File: src/hw/rtl/lav_pkg.sv
// ----------------------------------------------------------------------------
// lav_pkg
// Shared types and constants of the look-at view matrix pipeline.
// ----------------------------------------------------------------------------
package lav_pkg;

    // normalised mantissa: largest component lies in [2^NORM_LO, 2^(NORM_LO+1))
    localparam int NORM_LO = 29;
    localparam int MAN_W   = NORM_LO + 1;
    localparam int SQ_W    = 2 * MAN_W;
    localparam int SUM_W   = SQ_W + 2;
    localparam int ROOT_W  = SUM_W / 2;

    localparam logic [32:0] SAT_POS_MAG = 33'h0_7FFF_FFFF;
    localparam logic [32:0] SAT_NEG_MAG = 33'h0_8000_0000;
    localparam logic [31:0] SAT_MAX     = 32'h7FFF_FFFF;
    localparam logic [31:0] SAT_MIN     = 32'h8000_0000;

    typedef enum logic [1:0] {
        ROW_LEFT = 2'd0,
        ROW_UP   = 2'd1,
        ROW_FWD  = 2'd2
    } t_row;

    typedef struct packed {
        logic [2:0][2:0][31:0] axis;
        logic [2:0][31:0]      trans;
        logic                  deg;
    } t_item;

endpackage

File: src/hw/rtl/lav_rows.sv
// ----------------------------------------------------------------------------
// lav_rows
// Output stage: holds one finished matrix and hands out its three rows.
// ----------------------------------------------------------------------------
module lav_rows import lav_pkg::*; (
    input  logic               i_clk,
    input  logic               i_rst_n,
    input  logic               i_valid,
    input  t_item              i_item,
    input  logic               i_ready,
    output logic               o_take,
    output logic               o_valid,
    output logic [1:0]         o_row_index,
    output logic signed [31:0] o_col0,
    output logic signed [31:0] o_col1,
    output logic signed [31:0] o_col2,
    output logic signed [31:0] o_col3,
    output logic               o_degenerate,
    output logic               o_last_row
);

    logic  r_full;
    t_row  r_row;
    t_item r_item;
    logic  n_full;
    t_row  n_row;
    t_row  w_row_inc;
    logic  w_last;
    logic  w_load;

    assign w_last = (r_row == ROW_FWD);
    assign o_take = !r_full || (i_ready && w_last);
    assign w_load = i_valid && o_take;

    always_comb begin
        unique case (r_row)
            ROW_LEFT: w_row_inc = ROW_UP;
            ROW_UP:   w_row_inc = ROW_FWD;
            default:  w_row_inc = ROW_LEFT;
        endcase
        priority if (w_load) begin
            n_full = 1'b1;
            n_row  = ROW_LEFT;
        end else if (r_full && i_ready) begin
            n_full = !w_last;
            n_row  = w_row_inc;
        end else begin
            n_full = r_full;
            n_row  = r_row;
        end
    end

    always_ff @(posedge i_clk) begin
        if (!i_rst_n) begin
            r_full <= 1'b0;
            r_row  <= ROW_LEFT;
        end else begin
            r_full <= n_full;
            r_row  <= n_row;
        end
    end

    always_ff @(posedge i_clk) begin
        if (w_load) begin
            r_item <= i_item;
        end
    end

    always_comb begin
        o_valid      = r_full;
        o_row_index  = r_row;
        o_col0       = r_item.axis[r_row][0];
        o_col1       = r_item.axis[r_row][1];
        o_col2       = r_item.axis[r_row][2];
        o_col3       = r_item.trans[r_row];
        o_degenerate = r_item.deg;
        o_last_row   = w_last;
    end

endmodule
File: config.mk
export PLATFORM = sky130hd
export DESIGN_NAME = lav_rows
export DESIGN_NICKNAME = d
export VERILOG_FILES = /design/src/hw/rtl/lav_pkg.sv /design/src/hw/rtl/lav_rows.sv
export SDC_FILE = /design/constraint.sdc
export NUM_CORES = 1
export LEC_CHECK = 0
export BUFFER_PORTS_ARGS = -buffer_cell sky130_fd_sc_hd__buf_4
export CAP_MARGIN = 20
export CELL_PAD_IN_SITES_DETAIL_PLACEMENT = 1
export CELL_PAD_IN_SITES_GLOBAL_PLACEMENT = 2
export CORE_AREA = 4 4 209 211
export CTS_BUF_LIST = sky130_fd_sc_hd__clkbuf_4 sky130_fd_sc_hd__clkbuf_8 sky130_fd_sc_hd__clkbuf_16
export CTS_CLUSTER_DIAMETER = 30
export CTS_CLUSTER_SIZE = 28
export DETAILED_ROUTE_END_ITERATION = 16
export DIE_AREA = 0 0 213 215
export MAX_ROUTING_LAYER = met4
export PLACE_DENSITY = 0.8
export SLEW_MARGIN = 20
export SYNTH_ARGS = -nofsm -noshare
export SYNTH_HDL_FRONTEND = slang
export SYNTH_SLANG_ARGS = --single-unit
export TNS_END_PERCENT = 30
File: constraint.sdc
create_clock -name i_clk -period 30.4 [get_ports i_clk]
set_input_delay 4.56 -clock i_clk [delete_from_list [all_inputs] [get_ports i_clk]]
set_output_delay 4.56 -clock i_clk [all_outputs]
set_load 0.01 [all_outputs]
# After elaboration in Yosys (flattened, before gate mapping)
# Index checks and enable logic that the tools add are counted.
# word_totals
regBits,388
latch_bits,0
ramBits,0
mem_bits_ro,0
in_bits,389
out_inout_bits,134
n_memories,0
# op_classes
add_sub_neg,0
mul,0
div_mod_pow,0
order_cmp,1
eq_ne,2
n_shift,0
n_mux,7
n_bitwise,1
reduce_logical,9
# op_table
cell,n
96-bit binary-select mux with 2-bit select,1
96-bit 2-to-1 mux,1
32-bit binary-select mux with 2-bit select,1
32-bit 2-to-1 mux,1
2-bit case mux with 2 select lines,1
1-bit logical AND,3
"2-bit by 3-bit less-than comparator with 1-bit output, second input constant",1
"2-bit by 1-bit == test with 1-bit output, second input constant",1
"2-bit == test, second input constant",1
1-bit zero test,2
2-bit zero test,1
1-bit 2-to-1 mux,2
2-bit nonzero test,1
2-bit OR reduction,1
1-bit logical OR,1
1-bit NOT,1

# Depth between registers and ports, before layout
# Gate-level depths: netlist (run 1).
# logic_depth
ltp_word,5
depth_mapped,5
mapped_depth_nobuf,2

# Least setup slack after synthesis (run 1)
# Ideal clock, no wire load.
# synth_timing
path_kind,input to register
start,input i_ready
end,"register r_item, in the netlist o_degenerate, enable pin"
setup_time_ps,1260
arrival_time_ps,23106
slack_ps,6034
cell_stages,2
path_buffers,0
cell_sequence,nand3b_4 a21oi_1
# synth_between
elab_chain_len,3
# synth_rtl
element,line,text
from (decl),lav_rows.sv:10,"input logic i_ready,"
1-bit logical AND,lav_rows.sv:32,assign o_take = !r_full || (i_ready && w_last);
1-bit logical OR,lav_rows.sv:32,
1-bit logical AND,lav_rows.sv:33,assign w_load = i_valid && o_take;
via w_load,lav_rows.sv:29,logic w_load;
to (signal assigned),lav_rows.sv:65,r_item <= i_item;
to (decl),lav_rows.sv:24,t_item r_item;
# The timed path passes the listed nets, and every way through them passes these cells.
# A chain may end at the register's enable or synchronous reset.

# Final worst setup path (run 1)
# layout_timing
start,input i_ready
end,output o_take
# layout_between
elab_chain_len,2
# layout_rtl
element,line,text
1-bit logical AND,lav_rows.sv:32,
1-bit logical OR,lav_rows.sv:32,
to (decl),lav_rows.sv:11,"output logic o_take,"
# Every way passes these cells.

==> qor.json, run 1 <==
{
  "finalClockSkew_ns": 0.01054,
  "total_nets_after_synthesis": 1093,
  "grt_pass1_wl_um": 62640,
  "timing.max_slew.rel_slack_pct": 27.15,
  "cpMostUsedCell": "sky130_fd_sc_hd__buf_4",
  "post-route-period-util_pct": 31.44,
  "synth_area_mm2": 0.01446,
  "worstMarginPinSlew_ns": 1.093,
  "finish.utilization_pct": 52.29,
  "setup.worst_path.end_class": "output pin",
  "setup_viol": 0,
  "ys.flop_type": "sky130_fd_sc_hd__edfxtp_1",
  "timing.critical_path.depth": 4,
  "num_vias": 9072,
  "routed_wire_length_per_instance_um": 23.09,
  "status": "finished, final reports clean",
  "overflow": 0,
  "initial_cell_density_of_the_core_pct": 34.62,
  "post_synth_main_area_contributors": "sky130_fd_sc_hd__edfxtp_1 (80%), sky130_fd_sc_hd__mux2i_1 (8.9%), sky130_fd_sc_hd__o2bb2ai_1 (7.8%), sky130_fd_sc_hd__buf_2 (0.76%), sky130_fd_sc_hd__buf_6 (0.70%)",
  "detailedRoute.firstPassIterationCount": 4,
  "seq_area_frac_synth_pct": 80.39,
  "timing.reg2reg.worst_path_depth": 5,
  "worst_hold_path_type": "flip-flop to flip-flop",
  "synth-async-reset-ratio_pct": 0,
  "die_area_mm2": 0.04580,
  "floorplan.die.height_um": 215,
  "regToRegSetupSlack_ns": 26.41,
  "drt-total-wl_um": 43740,
  "drt_first_iter_violations": 570,
  "worst_ep_arrival_time_ns": 5.00,
  "post-synth-top-area-fraction_pct": 79.98,
  "areaGrowthSynthToFinish_pct": 51.05,
  "critical_path.reg2reg.startpoint": "o_row_index[0]",
  "die-width_um": 213,
  "critPathMaxStageDelay_ns": 0.15,
  "i_o_pin_total": 523,
  "nNetsFinal": 1672,
  "avgSynthCellArea_um2": 20.53,
  "p_per_area_mw_per_mm2": 77.24,
  "worstReg2RegEnd": "r_item[187]",
  "insertion_delay_ns": 0.60,
  "critical_path.top_delay_family": "buffers and inverters",
  "post_drt_via_cell_ratio": 4.790,
  "post-cts-setup-buffers": 0,
  "slowest_cp_cell": "sky130_fd_sc_hd__buf_4",
  "drc": 0,
  "finalMaxSlewViolations": 0,
  "row_count": 75,
  "clock.fmax_mhz": 104.6,
  "max-vdd-ir-drop_uv": 58.02,
  "holdCritStartpoint": "o_row_index[1]",
  "globalRouteTotalUtil_pct": 18.97,
  "worstSetupEndpoint": "o_take",
  "synth-edff-count": 385,
  "synth_seq_cells": 388,
  "ant_nets": 0,
  "critPathRequiredTime_ns": 25.84,
  "cts_max_level": 3,
  "worstPathMaxFanout": 6,
  "max-cap-violations": 0,
  "io_buffer_count": 522,
  "ys_types": 23,
  "crit_buf_inv": 2,
  "timing.critical_path.from_type": "input port",
  "drive_gt1_share_pct": 50.44,
  "grt_antenna_before_repair": 5,
  "rsz_0062_raised_after_global_routing": "no",
  "power.static_leakage_nw": 8.272,
  "fillCellCount": 3958,
  "ys.warnings.count": 0,
  "place.detailed.hpwl_um": 29520,
  "clk_transition_reported_paths_ns": 0.04,
  "gpl.final_weighted_congestion": 0.7780,
  "synth_common_cells": "sky130_fd_sc_hd__edfxtp_1 (385), sky130_fd_sc_hd__mux2i_1 (128), sky130_fd_sc_hd__o2bb2ai_1 (128)",
  "synthCells": 704,
  "clock_tree.buffer_depth": 3,
  "final_period_minus_worst_setup_slack_ns": 9.558,
  "crit_path_start": "i_ready",
  "worstPathCellList": "buf_4 > nand3b_4 > nand2_1 > buf_4",
  "cts_inserted_buffers": 87,
  "post-synth-top-count-cell": "sky130_fd_sc_hd__edfxtp_1",
  "cts.hold.buffers_added": 0,
  "tritoncts_num_sinks": 388,
  "core_region_area_mm2": 0.04176,
  "worst-setup-path-type": "input port to output pin",
  "cts_resized": 0,
  "tritoncts": "done",
  "final.setup.tns_ns": 0,
  "most_area_hungry_cell_type_in_the_yosys_netlist": "sky130_fd_sc_hd__edfxtp_1",
  "vias_in_the_first_global_route": 10105,
  "final-hold-violation-count": 0,
  "grt_max_degree": 88,
  "clk_root_buffer_cell": "sky130_fd_sc_hd__clkbuf_16"
}
[registers in the layout (all words and copies together), names as in the netlist]
register,flops
o_valid,1
o_row_index,2
o_degenerate,1
r_item,384
[final cells by class]
type | instances | area (um^2) | share of cell area, %
clock buffers | 104 | 2322 | 10.64
diodes | 5 | 12.51 | 0.05730
multi-input cells | 270 | 2531 | 11.59
clock inverters | 52 | 649.4 | 2.974
well taps | 539 | 674.4 | 3.089
repair buffers | 534 | 4009 | 18.36
flip-flops and latches | 388 | 11630 | 53.26
inverters | 2 | 7.507 | 0.03438
[tightest hold or removal path: stages, from the launching register on]
cell and delay (ns):
sky130_fd_sc_hd__dfxtp_4 0.40, sky130_fd_sc_hd__nand2_1 0.10, sky130_fd_sc_hd__o22ai_1 0.07
[per-stage QoR]
step | hold slack [ns] | area [um^2] | power (mW) | cells | setup WS [ns]
2_1_floorplan | 0.6009 | 14460 | 0.7069 | 704 | 6.034
3_3_place_gp | 0.5820 | 18850 | 0.7559 | 1733 | 20.84
3_5_place_dp | 0.5940 | 18850 | 0.7612 | 1733 | 20.84
4_1_cts | 0.6255 | 21820 | 1.707 | 1889 | 20.84
5_1_grt | 0.6469 | 21830 | 1.751 | 1894 | 20.82
6_report | 0.6180 | 21830 | 1.686 | 1894 | 20.84
[logic make-up (layout without fill, tap and decap cells)]
group                  after synthesis  in the layout  share of synthesized area [%]
flip-flops                         388            388                          80.39
AO/OA/AOI/OAI                      133            133                          7.955
multiplexers                       129            129                          8.941
buffers and inverters               46            692                          2.173
AND/OR/NAND/NOR                      8              8                         0.5367
other                                0              5                              0
[worst min-delay path by stage]
stage | endpoint | cells past startpoint | slack [ns]
6_report | o_row_index[1] | 2 | 0.62
5_1_grt | o_row_index[1] | 2 | 0.65
4_1_cts | o_row_index[1] | 2 | 0.63
3_5_place_dp | o_row_index[1] | 2 | 0.59
3_3_place_gp | o_row_index[1] | 2 | 0.58
2_1_floorplan | o_row_index[1] | 2 | 0.60
[metal layers]
layer,wire length [um],global-route usage (%)
met1,15050,18.91
met2,23120,32.77
met5,0,-
met4,1625,7.687
met3,3935,7.758
[layout by cell type, fill, tap and decap left out, types with 3 or more instances in the layout]
master / synthesis / layout
sky130_fd_sc_hd__buf_4: 7 / 534
sky130_fd_sc_hd__bufinv_16: 0 / 13
sky130_fd_sc_hd__clkbuf_16: 0 / 88
sky130_fd_sc_hd__clkbuf_4: 1 / 16
sky130_fd_sc_hd__clkinv_1: 0 / 15
sky130_fd_sc_hd__clkinv_2: 0 / 10
sky130_fd_sc_hd__clkinv_4: 0 / 3
sky130_fd_sc_hd__clkinvlp_4: 0 / 5
sky130_fd_sc_hd__diode_2: 0 / 5
sky130_fd_sc_hd__edfxtp_1: 385 / 385
sky130_fd_sc_hd__inv_6: 0 / 3
sky130_fd_sc_hd__mux2i_1: 128 / 128
sky130_fd_sc_hd__o2bb2ai_1: 128 / 128
[where the power goes]
| group | internal, mW | switching (mW) | total, mW |
|---|---|---|---|
| logic | 0.0621 | 0.0530 | 0.115 |
| clock network | 0.650 | 0.285 | 0.935 |
| registers | 0.627 | 0.00956 | 0.637 |
| total | 1.34 | 0.347 | 1.69 |
Note: power is estimated with default switching activity, not from simulation.
==> run 2: changes to the inputs <==
Settings changed: ABC_AREA set to 1, CORE_AREA 4 4 209 211 to 4 4 226 228, DIE_AREA 0 0 213 215 to 0 0 230 232, PLACE_DENSITY 0.8 to 0.76.
Clock period 30.4 ns to 8 ns, I/O delays scaled along.
==> run 2 against run 1 <==
Sequential power grew to 3.8 times the previous value. Via count grew 10%. Die area grew 17%. Cell area grew 0.12%. Sequential share of layout area shrank 0.099 points. Register-to-register slack lost 21 ns. Utilization shrank 7.5 points. Clock skew grew 0.014 ns. Worst setup slack lost 17 ns. First-iteration DRC count shrank 5.4%. Hold slack lost 0.024 ns. Synthesized area shrank 2.6%. Critical endpoint is now o_col0[9]. Largest power group unchanged.
==> qor.json, run 2 <==
{
  "setup_viol": {"value": 0, "change": "unchanged"},
  "post-cts-setup-buffers": {"value": 0, "change": "unchanged"},
  "total_nets_after_synthesis": {"value": 1351, "change": "was 1,093"},
  "worst-setup-path-type": {"value": "flip-flop to output pin", "change": "was input port to output pin"},
  "worstPathCellList": {"value": "nor2_4 > buf_4 > buf_4 > nand2_1 > nand3_1 > buf_4", "change": "was buf_4 > nand3b_4 > nand2_1 > buf_4"},
  "max-cap-violations": {"value": 0, "change": "unchanged"},
  "p_sw_share": {"value": 21.23, "unit": "%", "change": "was 20.59%"},
  "regToRegSetupSlack": {"value": 5.12, "unit": "ns", "change": "was 26.41 ns"},
  "most-common-layout-cells": {"value": "sky130_fd_sc_hd__buf_4 (528), sky130_fd_sc_hd__nand2_1 (389), sky130_fd_sc_hd__edfxtp_1 (385), sky130_fd_sc_hd__nand3_1 (129), sky130_fd_sc_hd__clkbuf_16 (96)", "change": "was sky130_fd_sc_hd__buf_4 (534), sky130_fd_sc_hd__edfxtp_1 (385), sky130_fd_sc_hd__mux2i_1 (128), sky130_fd_sc_hd__o2bb2ai_1 (128), sky130_fd_sc_hd__clkbuf_16 (88)"},
  "ys.warnings.count": {"value": 0, "change": "unchanged"},
  "p_switching": {"value": 1.406, "unit": "mW", "change": "was 347.3 uW"},
  "critPathRequiredTime": {"value": 6.80, "unit": "ns", "change": "was 25.84 ns"},
  "tritoncts": {"value": "done", "change": "unchanged"},
  "timing.critical_path.from_type": {"value": "flip-flop", "change": "was input port"},
  "cts_max_level": {"value": 3, "change": "unchanged"},
  "ys.flop_type": {"value": "sky130_fd_sc_hd__edfxtp_1", "change": "unchanged"},
  "finalClockSkew": {"value": 0.02423, "unit": "ns", "change": "was 0.01054 ns"},
  "initial_cell_density_of_the_core": {"value": 28.81, "unit": "%", "change": "was 34.62%"},
  "power.static_leakage": {"value": 8.912, "unit": "nW", "change": "was 8.272 nW"},
  "largest_register_ff_count": {"value": 384, "change": "unchanged"},
  "final.setup.tns": {"value": 0, "unit": "ns", "change": "unchanged"},
  "tritoncts_num_sinks": {"value": 388, "change": "unchanged"},
  "final_common_cell": {"value": "sky130_fd_sc_hd__buf_4", "change": "unchanged"},
  "worst_hold_path_type": {"value": "flip-flop to flip-flop", "change": "unchanged"},
  "synthCells": {"value": 962, "change": "was 704"},
  "vias_in_the_first_global_route": {"value": 11171, "change": "was 10,105"},
  "globalRouteTotalUtil": {"value": 17.02, "unit": "%", "change": "was 18.97%"},
  "power.share.clock": {"value": 57.1, "unit": "%", "change": "was 55.4%"},
  "worstSetupEndpoint": {"value": "o_col0[9]", "change": "was o_take"},
  "core_region_area": {"value": 0.04885, "unit": "mm^2", "change": "was 0.04176 mm^2"},
  "i_o_pin_total": {"value": 523, "change": "unchanged"},
  "drt-total-wl": {"value": 45530, "unit": "um", "change": "was 43,740 um"},
  "final-hold-violation-count": {"value": 0, "change": "unchanged"},
  "timing.max_slew.rel_slack": {"value": 32.52, "unit": "%", "change": "was 27.15%"},
  "areaGrowthSynthToFinish": {"value": 55.32, "unit": "%", "change": "was 51.05%"},
  "post-synth-top-area-fraction": {"value": 82.14, "unit": "%", "change": "was 79.98%"},
  "clock_tree.buffer_depth": {"value": 3, "change": "unchanged"},
  "die-width": {"value": 230, "unit": "um", "change": "was 213 um"},
  "place.detailed.hpwl": {"value": 30610, "unit": "um", "change": "was 29,520 um"},
  "critPathMaxStageDelay": {"value": 0.79, "unit": "ns", "change": "was 0.15 ns"},
  "post_drt_via_cell_ratio": {"value": 4.373, "change": "was 4.790"},
  "topRoutingLayerUsed": {"value": "met4", "change": "unchanged"},
  "crit_path_start": {"value": "o_row_index[1]", "change": "was i_ready"},
  "insertion_delay": {"value": 0.61, "unit": "ns", "change": "was 0.60 ns"},
  "cts_inserted_buffers": {"value": 94, "change": "was 87"},
  "cpMostUsedCell": {"value": "sky130_fd_sc_hd__buf_4", "change": "unchanged"},
  "synth-edff-count": {"value": 385, "change": "unchanged"},
  "drc": {"value": 0, "change": "unchanged"},
  "floorplan.die.height": {"value": 232, "unit": "um", "change": "was 215 um"},
  "worstPathMaxFanout": {"value": 67, "change": "was 6"},
  "setup.worst_path.end_class": {"value": "output pin", "change": "unchanged"},
  "detailroute.wirelength.met2": {"value": 23370, "unit": "um", "change": "was 23,120 um"},
  "routed_wire_length_per_instance": {"value": 19.88, "unit": "um", "change": "was 23.09 um"},
  "grt_max_degree": {"value": 179, "change": "was 88"},
  "power": {"value": 6.620, "unit": "mW", "change": "was 1.686 mW"},
  "worstReg2RegEnd": {"value": "r_item[241]", "change": "was r_item[187]"},
  "critical_path.reg2reg.startpoint": {"value": "o_row_index[0]", "change": "unchanged"},
  "route.met3.wl": {"value": 4139, "unit": "um", "change": "was 3935 um"},
  "p_seq_share": {"value": 36.5, "unit": "%", "change": "was 37.8%"},
  "gpl.final_weighted_congestion": {"value": 0.8308, "change": "was 0.7780"},
  "grt_pass1_wl": {"value": 66430, "unit": "um", "change": "was 62,640 um"},
  "synth-async-reset-ratio": {"value": 0, "unit": "%", "change": "unchanged"},
  "synth_area": {"value": 0.01407, "unit": "mm^2", "change": "was 0.01446 mm^2"},
  "cellInternalPower": {"value": 5.215, "unit": "mW", "change": "was 1.339 mW"},
  "avgSynthCellArea": {"value": 14.63, "unit": "um^2", "change": "was 20.53 um^2"},
  "ant_nets": {"value": 0, "change": "unchanged"},
  "crit_buf_inv": {"value": 3, "change": "was 2"},
  "detailedRoute.firstPassIterationCount": {"value": 4, "change": "unchanged"},
  "critical_path.top_delay_family": {"value": "buffers and inverters", "change": "unchanged"},
  "status": {"value": "finished, final reports clean", "change": "unchanged"},
  "drt_first_iter_violations": {"value": 539, "change": "was 570"},
  "num_vias": {"value": 10014, "change": "was 9,072"},
  "timing.reg2reg.worst_path_depth": {"value": 6, "change": "was 5"},
  "io_buffer_count": {"value": 522, "change": "unchanged"},
  "final_period_minus_worst_setup_slack_ns": 4.389,
  "clk_root_buffer_cell": {"value": "sky130_fd_sc_hd__clkbuf_16", "change": "unchanged"},
  "worst_ep_arrival_time": {"value": 3.19, "unit": "ns", "change": "was 5.00 ns"},
  "seq_area_frac_synth": {"value": 82.57, "unit": "%", "change": "was 80.39%"},
  "ys_types": {"value": 14, "change": "was 23"},
  "finalHoldWorstSlack": {"value": 0.5942, "unit": "ns", "change": "was 0.6180 ns"},
  "power_frac_comb": {"value": 6.4, "unit": "%", "change": "was 6.8%"},
  "finalWorstSetupSlack": {"value": 3.611, "unit": "ns", "change": "was 20.84 ns"},
  "grt_antenna_before_repair": {"value": 5, "change": "unchanged"},
  "post-route-period-util_pct": 54.86,
  "clk_transition_reported_paths": {"value": 0.04, "unit": "ns", "change": "about the same"},
  "post-synth-top-count-cell": {"value": "sky130_fd_sc_hd__nand2_1", "change": "was sky130_fd_sc_hd__edfxtp_1"},
  "synth_seq_cells": {"value": 388, "change": "unchanged"},
  "timing.critical_path.depth": {"value": 6, "change": "was 4"},
  "most_area_hungry_cell_type_in_the_yosys_netlist": {"value": "sky130_fd_sc_hd__edfxtp_1", "change": "unchanged"},
  "worstMarginPinSlew": {"value": 1.012, "unit": "ns", "change": "was 1.093 ns"},
  "p_per_area": {"value": 302.8, "unit": "mW/mm^2", "change": "was 77.24 mW/mm^2"},
  "post_synth_main_area_contributors": {"value": "sky130_fd_sc_hd__edfxtp_1 (82%), sky130_fd_sc_hd__nand2_1 (10%), sky130_fd_sc_hd__nand3_1 (4.6%), sky130_fd_sc_hd__buf_2 (0.92%), sky130_fd_sc_hd__buf_6 (0.80%)", "change": "was sky130_fd_sc_hd__edfxtp_1 (80%), sky130_fd_sc_hd__mux2i_1 (8.9%), sky130_fd_sc_hd__o2bb2ai_1 (7.8%), sky130_fd_sc_hd__buf_2 (0.76%), sky130_fd_sc_hd__buf_6 (0.70%)"},
  "row_count": {"value": 81, "change": "was 75"},
  "max-vdd-ir-drop": {"value": 242.8, "unit": "uV", "change": "was 58.02 uV"},
  "wl_met1": {"value": 16360, "unit": "um", "change": "was 15,050 um"},
  "rsz_0062_raised_after_global_routing": {"value": "no", "change": "unchanged"},
  "cts_resized": {"value": 0, "change": "unchanged"},
  "synth_common_cells": {"value": "sky130_fd_sc_hd__nand2_1 (389), sky130_fd_sc_hd__edfxtp_1 (385), sky130_fd_sc_hd__nand3_1 (129)", "change": "was sky130_fd_sc_hd__edfxtp_1 (385), sky130_fd_sc_hd__mux2i_1 (128), sky130_fd_sc_hd__o2bb2ai_1 (128)"},
  "largest_register": {"value": "r_item", "change": "unchanged"},
  "drive_gt1_share": {"value": 42.21, "unit": "%", "change": "was 50.44%"},
  "pre_cts_slack": {"value": 4.187, "unit": "ns", "change": "was 20.84 ns"},
  "slowest_cp_cell": {"value": "sky130_fd_sc_hd__buf_4", "change": "unchanged"},
  "die_area": {"value": 0.05336, "unit": "mm^2", "change": "was 0.04580 mm^2"},
  "nNetsFinal": {"value": 1935, "change": "was 1,672"},
  "overflow": {"value": 0, "change": "unchanged"},
  "cts.hold.buffers_added": {"value": 0, "change": "unchanged"},
  "clock.fmax_mhz": 227.8,
  "finalMaxSlewViolations": {"value": 0, "change": "unchanged"}
}
## run 2: worst min-delay path by stage
stage	start	endpoint	slack (ns)	depth (start not counted)
2_1_floorplan	o_valid	o_row_index[0]	0.62	3
3_3_place_gp	o_valid	o_valid	0.57	2
3_5_place_dp	o_valid	o_valid	0.59	2
4_1_cts	o_valid	o_valid	0.60	2
5_1_grt	o_valid	o_valid	0.61	2
6_report	o_valid	o_valid	0.59	2
## run 2: cell families after synthesis
| logic type | count (synthesis) | share of synthesized area [%] |
|---|---|---|
| buffers and inverters | 47 | 2.125 |
| AO/OA/AOI/OAI | 4 | 0.1778 |
| AND/OR/NAND/NOR | 523 | 15.13 |
| flip-flops | 388 | 82.57 |
## run 2: worst register-to-register path, cell delays in order (launching register included)
cell and delay, ns:
sky130_fd_sc_hd__dfxtp_1 0.47, sky130_fd_sc_hd__inv_2 0.10, sky130_fd_sc_hd__nand3_1 0.09, sky130_fd_sc_hd__nand2_1 0.09
sky130_fd_sc_hd__nand2_1 0.13, sky130_fd_sc_hd__clkinvlp_4 0.73, sky130_fd_sc_hd__buf_12 0.64
## run 2: layout make-up
| cell class | instances | area, um^2 |
|---|---|---|
| multi-input cells | 527 | 2172 |
| well taps | 664 | 830.8 |
| inverters | 5 | 22.52 |
| fillers | 5125 | 26990 |
| repair buffers | 530 | 4004 |
| clock inverters | 70 | 748.2 |
| flip-flops and latches | 388 | 11620 |
| diodes | 3 | 7.507 |
| clock buffers | 103 | 2455 |
## run 2: power by group through the flow
stage          logic, mW  registers, mW  clock network (mW)
6_report           0.424           2.42                3.78
5_1_grt            0.461           2.42                3.99
4_1_cts            0.435           2.42                3.86
3_5_place_dp       0.431           2.45                   0
3_3_place_gp       0.421           2.44                   0
2_1_floorplan      0.141           2.46                   0
## run 2: metal layers
layer / global-route usage, % / vias up
met5: - / -
li1: - / 4622
met4: 7.372 / 0
met1: 17.37 / 4897
met2: 28.69 / 402
met3: 7.360 / 93
## run 2: stage by stage
step	cells	instance area [um^2]	util (%)
6_report	2290	21860	44.75
5_1_grt	2290	21860	44.75
4_1_cts	2287	21850	44.74
3_5_place_dp	2114	18650	38.18
3_3_place_gp	2114	18650	38.18
2_1_floorplan	962	14080	-
==> run 3: changes to the inputs <==
Settings changed: CORE_AREA 4 4 226 228 to 4 4 215 217, DIE_AREA 0 0 230 232 to 0 0 219 221, PLACE_DENSITY 0.76 to 0.8.
Clock period 8 ns to 4.1 ns, I/O delays scaled along.
==> run 3 against run 2 <==
First-iteration DRC count shrank 16%. Cell count shrank 3.0%. Critical path depth is the same. Cell area is essentially flat. Sequential power grew 95%. Count of clock-buffer cells in the layout grew 8. Sequential share of layout area is essentially flat. Register-to-register slack lost 3.3 ns. Combinational power grew 100%. Sequential cell count is the same. Largest cell class unchanged. Highest routed layer unchanged.
==> qor.json, run 3 (synthesis gave the netlist of run 2 again) <==
{
  "finalMaxSlewViolations": {"value": 0, "change": "unchanged"},
  "clk_transition_reported_paths": {"value": 0.05, "unit": "ns", "change": "was 0.04 ns"},
  "power_frac_comb": {"value": 6.7, "unit": "%", "change": "was 6.4%"},
  "max-cap-violations": {"value": 0, "change": "unchanged"},
  "topRoutingLayerUsed": {"value": "met4", "change": "unchanged"},
  "insertion_delay": {"value": 0.60, "unit": "ns", "change": "was 0.61 ns"},
  "p_switching": {"value": 2.648, "unit": "mW", "change": "was 1.406 mW"},
  "cellInternalPower": {"value": 10.10, "unit": "mW", "change": "was 5.215 mW"},
  "grt_antenna_before_repair": {"value": 0, "change": "was 5"},
  "route.met3.wl": {"value": 5009, "unit": "um", "change": "was 4139 um"},
  "largest_register": {"value": "r_item", "change": "unchanged"},
  "timing.critical_path.from_type": {"value": "flip-flop", "change": "unchanged"},
  "io_buffer_count": {"value": 522, "change": "unchanged"},
  "timing.max_slew.rel_slack": {"value": 47.59, "unit": "%", "change": "was 32.52%"},
  "finish.utilization": {"value": 49.50, "unit": "%", "change": "was 44.75%"},
  "antenna_cells": {"value": 0, "change": "was 3"},
  "die-width": {"value": 219, "unit": "um", "change": "was 230 um"},
  "worstSetupEndpoint": {"value": "o_col2[16]", "change": "was o_col0[9]"},
  "row_count": {"value": 77, "change": "was 81"},
  "power.static_leakage": {"value": 8.957, "unit": "nW", "change": "was 8.912 nW"},
  "power.share.clock": {"value": 56.3, "unit": "%", "change": "was 57.1%"},
  "tritoncts_num_sinks": {"value": 388, "change": "unchanged"},
  "cts_max_level": {"value": 3, "change": "unchanged"},
  "finalClockSkew": {"value": 0.01733, "unit": "ns", "change": "was 0.02423 ns"},
  "drc": {"value": 0, "change": "unchanged"},
  "worst_ep_arrival_time": {"value": 2.49, "unit": "ns", "change": "was 3.19 ns"},
  "worstMarginPinSlew": {"value": 0.7862, "unit": "ns", "change": "was 1.012 ns"},
  "i_o_pin_total": {"value": 523, "change": "unchanged"},
  "most-common-layout-cells": {"value": "sky130_fd_sc_hd__buf_4 (527), sky130_fd_sc_hd__nand2_1 (387), sky130_fd_sc_hd__edfxtp_1 (385), sky130_fd_sc_hd__nand3_1 (128), sky130_fd_sc_hd__clkbuf_16 (96)", "change": "was sky130_fd_sc_hd__buf_4 (528), sky130_fd_sc_hd__nand2_1 (389), sky130_fd_sc_hd__edfxtp_1 (385), sky130_fd_sc_hd__nand3_1 (129), sky130_fd_sc_hd__clkbuf_16 (96)"},
  "core_region_area": {"value": 0.04412, "unit": "mm^2", "change": "was 0.04885 mm^2"},
  "nNetsFinal": {"value": 1942, "change": "was 1,935"},
  "drt-total-wl": {"value": 46300, "unit": "um", "change": "was 45,530 um"},
  "clock.fmax_mhz": 322.2,
  "clock_tree.buffer_depth": {"value": 3, "change": "unchanged"},
  "grt_pass1_wl": {"value": 67930, "unit": "um", "change": "was 66,430 um"},
  "rsz_0062_raised_after_global_routing": {"value": "no", "change": "unchanged"},
  "max-vdd-ir-drop": {"value": 338.8, "unit": "uV", "change": "was 242.8 uV"},
  "worst_hold_path_type": {"value": "input port to flip-flop", "change": "was flip-flop to flip-flop"},
  "detailedRoute.firstPassIterationCount": {"value": 4, "change": "unchanged"},
  "worstReg2RegEnd": {"value": "r_item[358]", "change": "was r_item[241]"},
  "drive_gt1_share": {"value": 42.52, "unit": "%", "change": "was 42.21%"},
  "cts.hold.buffers_added": {"value": 0, "change": "unchanged"},
  "power": {"value": 12.74, "unit": "mW", "change": "was 6.620 mW"},
  "detailroute.wirelength.met2": {"value": 23610, "unit": "um", "change": "was 23,370 um"},
  "post-route-period-util_pct": 75.70,
  "wl_met1": {"value": 16030, "unit": "um", "change": "was 16,360 um"},
  "cts_inserted_buffers": {"value": 94, "change": "unchanged"},
  "routed_wire_length_per_instance": {"value": 20.84, "unit": "um", "change": "was 19.88 um"},
  "crit_path_start": {"value": "o_row_index[1]", "change": "unchanged"},
  "gpl.final_weighted_congestion": {"value": 0.7961, "change": "was 0.8308"},
  "setup.worst_path.end_class": {"value": "output pin", "change": "unchanged"},
  "post-cts-setup-buffers": {"value": 0, "change": "unchanged"},
  "cts_resized": {"value": 0, "change": "unchanged"},
  "setup_viol": {"value": 0, "change": "unchanged"},
  "grt_max_degree": {"value": 125, "change": "was 179"},
  "die_area": {"value": 0.04840, "unit": "mm^2", "change": "was 0.05336 mm^2"},
  "p_sw_share": {"value": 20.78, "unit": "%", "change": "was 21.23%"},
  "globalRouteTotalUtil": {"value": 19.41, "unit": "%", "change": "was 17.02%"},
  "regToRegSetupSlack": {"value": 1.86, "unit": "ns", "change": "was 5.12 ns"},
  "initial_cell_density_of_the_core": {"value": 31.90, "unit": "%", "change": "was 28.81%"},
  "largest_register_ff_count": {"value": 384, "change": "unchanged"},
  "worst-setup-path-type": {"value": "flip-flop to output pin", "change": "unchanged"},
  "areaGrowthSynthToFinish": {"value": 55.18, "unit": "%", "change": "was 55.32%"},
  "critical_path.reg2reg.startpoint": {"value": "o_row_index[1]", "change": "was o_row_index[0]"},
  "overflow": {"value": 0, "change": "unchanged"},
  "floorplan.die.height": {"value": 221, "unit": "um", "change": "was 232 um"},
  "place.detailed.hpwl": {"value": 31300, "unit": "um", "change": "was 30,610 um"},
  "final_common_cell": {"value": "sky130_fd_sc_hd__buf_4", "change": "unchanged"},
  "p_seq_share": {"value": 37.0, "unit": "%", "change": "was 36.5%"},
  "p_per_area": {"value": 583.5, "unit": "mW/mm^2", "change": "was 302.8 mW/mm^2"},
  "tritoncts": {"value": "done", "change": "unchanged"},
  "critPathRequiredTime": {"value": 3.48, "unit": "ns", "change": "was 6.80 ns"},
  "drt_first_iter_violations": {"value": 453, "change": "was 539"},
  "vias_in_the_first_global_route": {"value": 11385, "change": "was 11,171"},
  "status": {"value": "finished, final reports clean", "change": "unchanged"},
  "num_vias": {"value": 10064, "change": "was 10,014"},
  "fillCellCount": {"value": 4559, "change": "was 5,125"},
  "final-hold-violation-count": {"value": 0, "change": "unchanged"},
  "clk_root_buffer_cell": {"value": "sky130_fd_sc_hd__clkbuf_16", "change": "unchanged"},
  "post_drt_via_cell_ratio": {"value": 4.529, "change": "was 4.373"},
  "ant_nets": {"value": 0, "change": "unchanged"},
  "timing.reg2reg.worst_path_depth": {"value": 5, "change": "was 6"},
  "final_period_minus_worst_setup_slack_ns": 3.104,
  "worstPathMaxFanout": {"value": 59, "change": "was 67"}
}
[run 3: worst min path at each step]
stage                start          end  slack [ns]  depth (start not counted)
2_1_floorplan      o_valid      o_valid        0.60                          2
3_3_place_gp       o_valid      o_valid        0.56                          2
3_5_place_dp       o_valid      o_valid        0.59                          2
4_1_cts        i_item[124]  r_item[124]        0.13                          1
5_1_grt        i_item[179]  r_item[179]        0.13                          1
6_report       i_item[179]  r_item[179]        0.18                          1
[run 3: metal layers]
| metal | up-vias | GRT usage, % |
|---|---|---|
| met3 | 114 | 9.273 |
| met5 | - | - |
| met4 | 0 | 7.482 |
| met2 | 433 | 32.72 |
| li1 | 4637 | - |
| met1 | 4880 | 19.41 |
[run 3: power groups by stage]
stage | clock network (mW) | registers (mW) | logic, mW
5_1_grt | 7.58 | 4.73 | 0.924
2_1_floorplan | 0 | 4.81 | 0.275
4_1_cts | 7.34 | 4.72 | 0.869
6_report | 7.18 | 4.71 | 0.851
3_3_place_gp | 0 | 4.77 | 0.836
3_5_place_dp | 0 | 4.78 | 0.857
[run 3: cell type report]
cell class	instances	area, um^2	area share, %
repair buffers	537	4156	19.03
clock buffers	111	2515	11.51
well taps	592	740.7	3.391
multi-input cells	527	2182	9.991
inverters	5	22.52	0.1031
clock inverters	62	603.1	2.761
flip-flops and latches	388	11620	53.21
[run 3: critical path, stage by stage, from the launching register on]
cell	delay (ns)
sky130_fd_sc_hd__dfxtp_1	0.53
sky130_fd_sc_hd__inv_2	0.08
sky130_fd_sc_hd__nor2_4	0.13
sky130_fd_sc_hd__buf_4	0.58
sky130_fd_sc_hd__nand2_1	0.18
sky130_fd_sc_hd__nand3_1	0.14
sky130_fd_sc_hd__buf_4	0.14
[run 3: stage by stage]
stage / TNS [ns] / instances / setup WS (ns) / area [um^2] / hold WS (ns)
after floorplan: -1124.93 / 962 / -2.922 / 14090 / 0.5988
after global placement: 0 / 2049 / 1.736 / 18720 / 0.5626
after detailed placement: 0 / 2049 / 1.689 / 18720 / 0.5939
after CTS: 0 / 2222 / 0.9175 / 21840 / 0.1280
after global routing: 0 / 2222 / 0.8001 / 21840 / 0.1321
final: 0 / 2222 / 0.9962 / 21840 / 0.1811
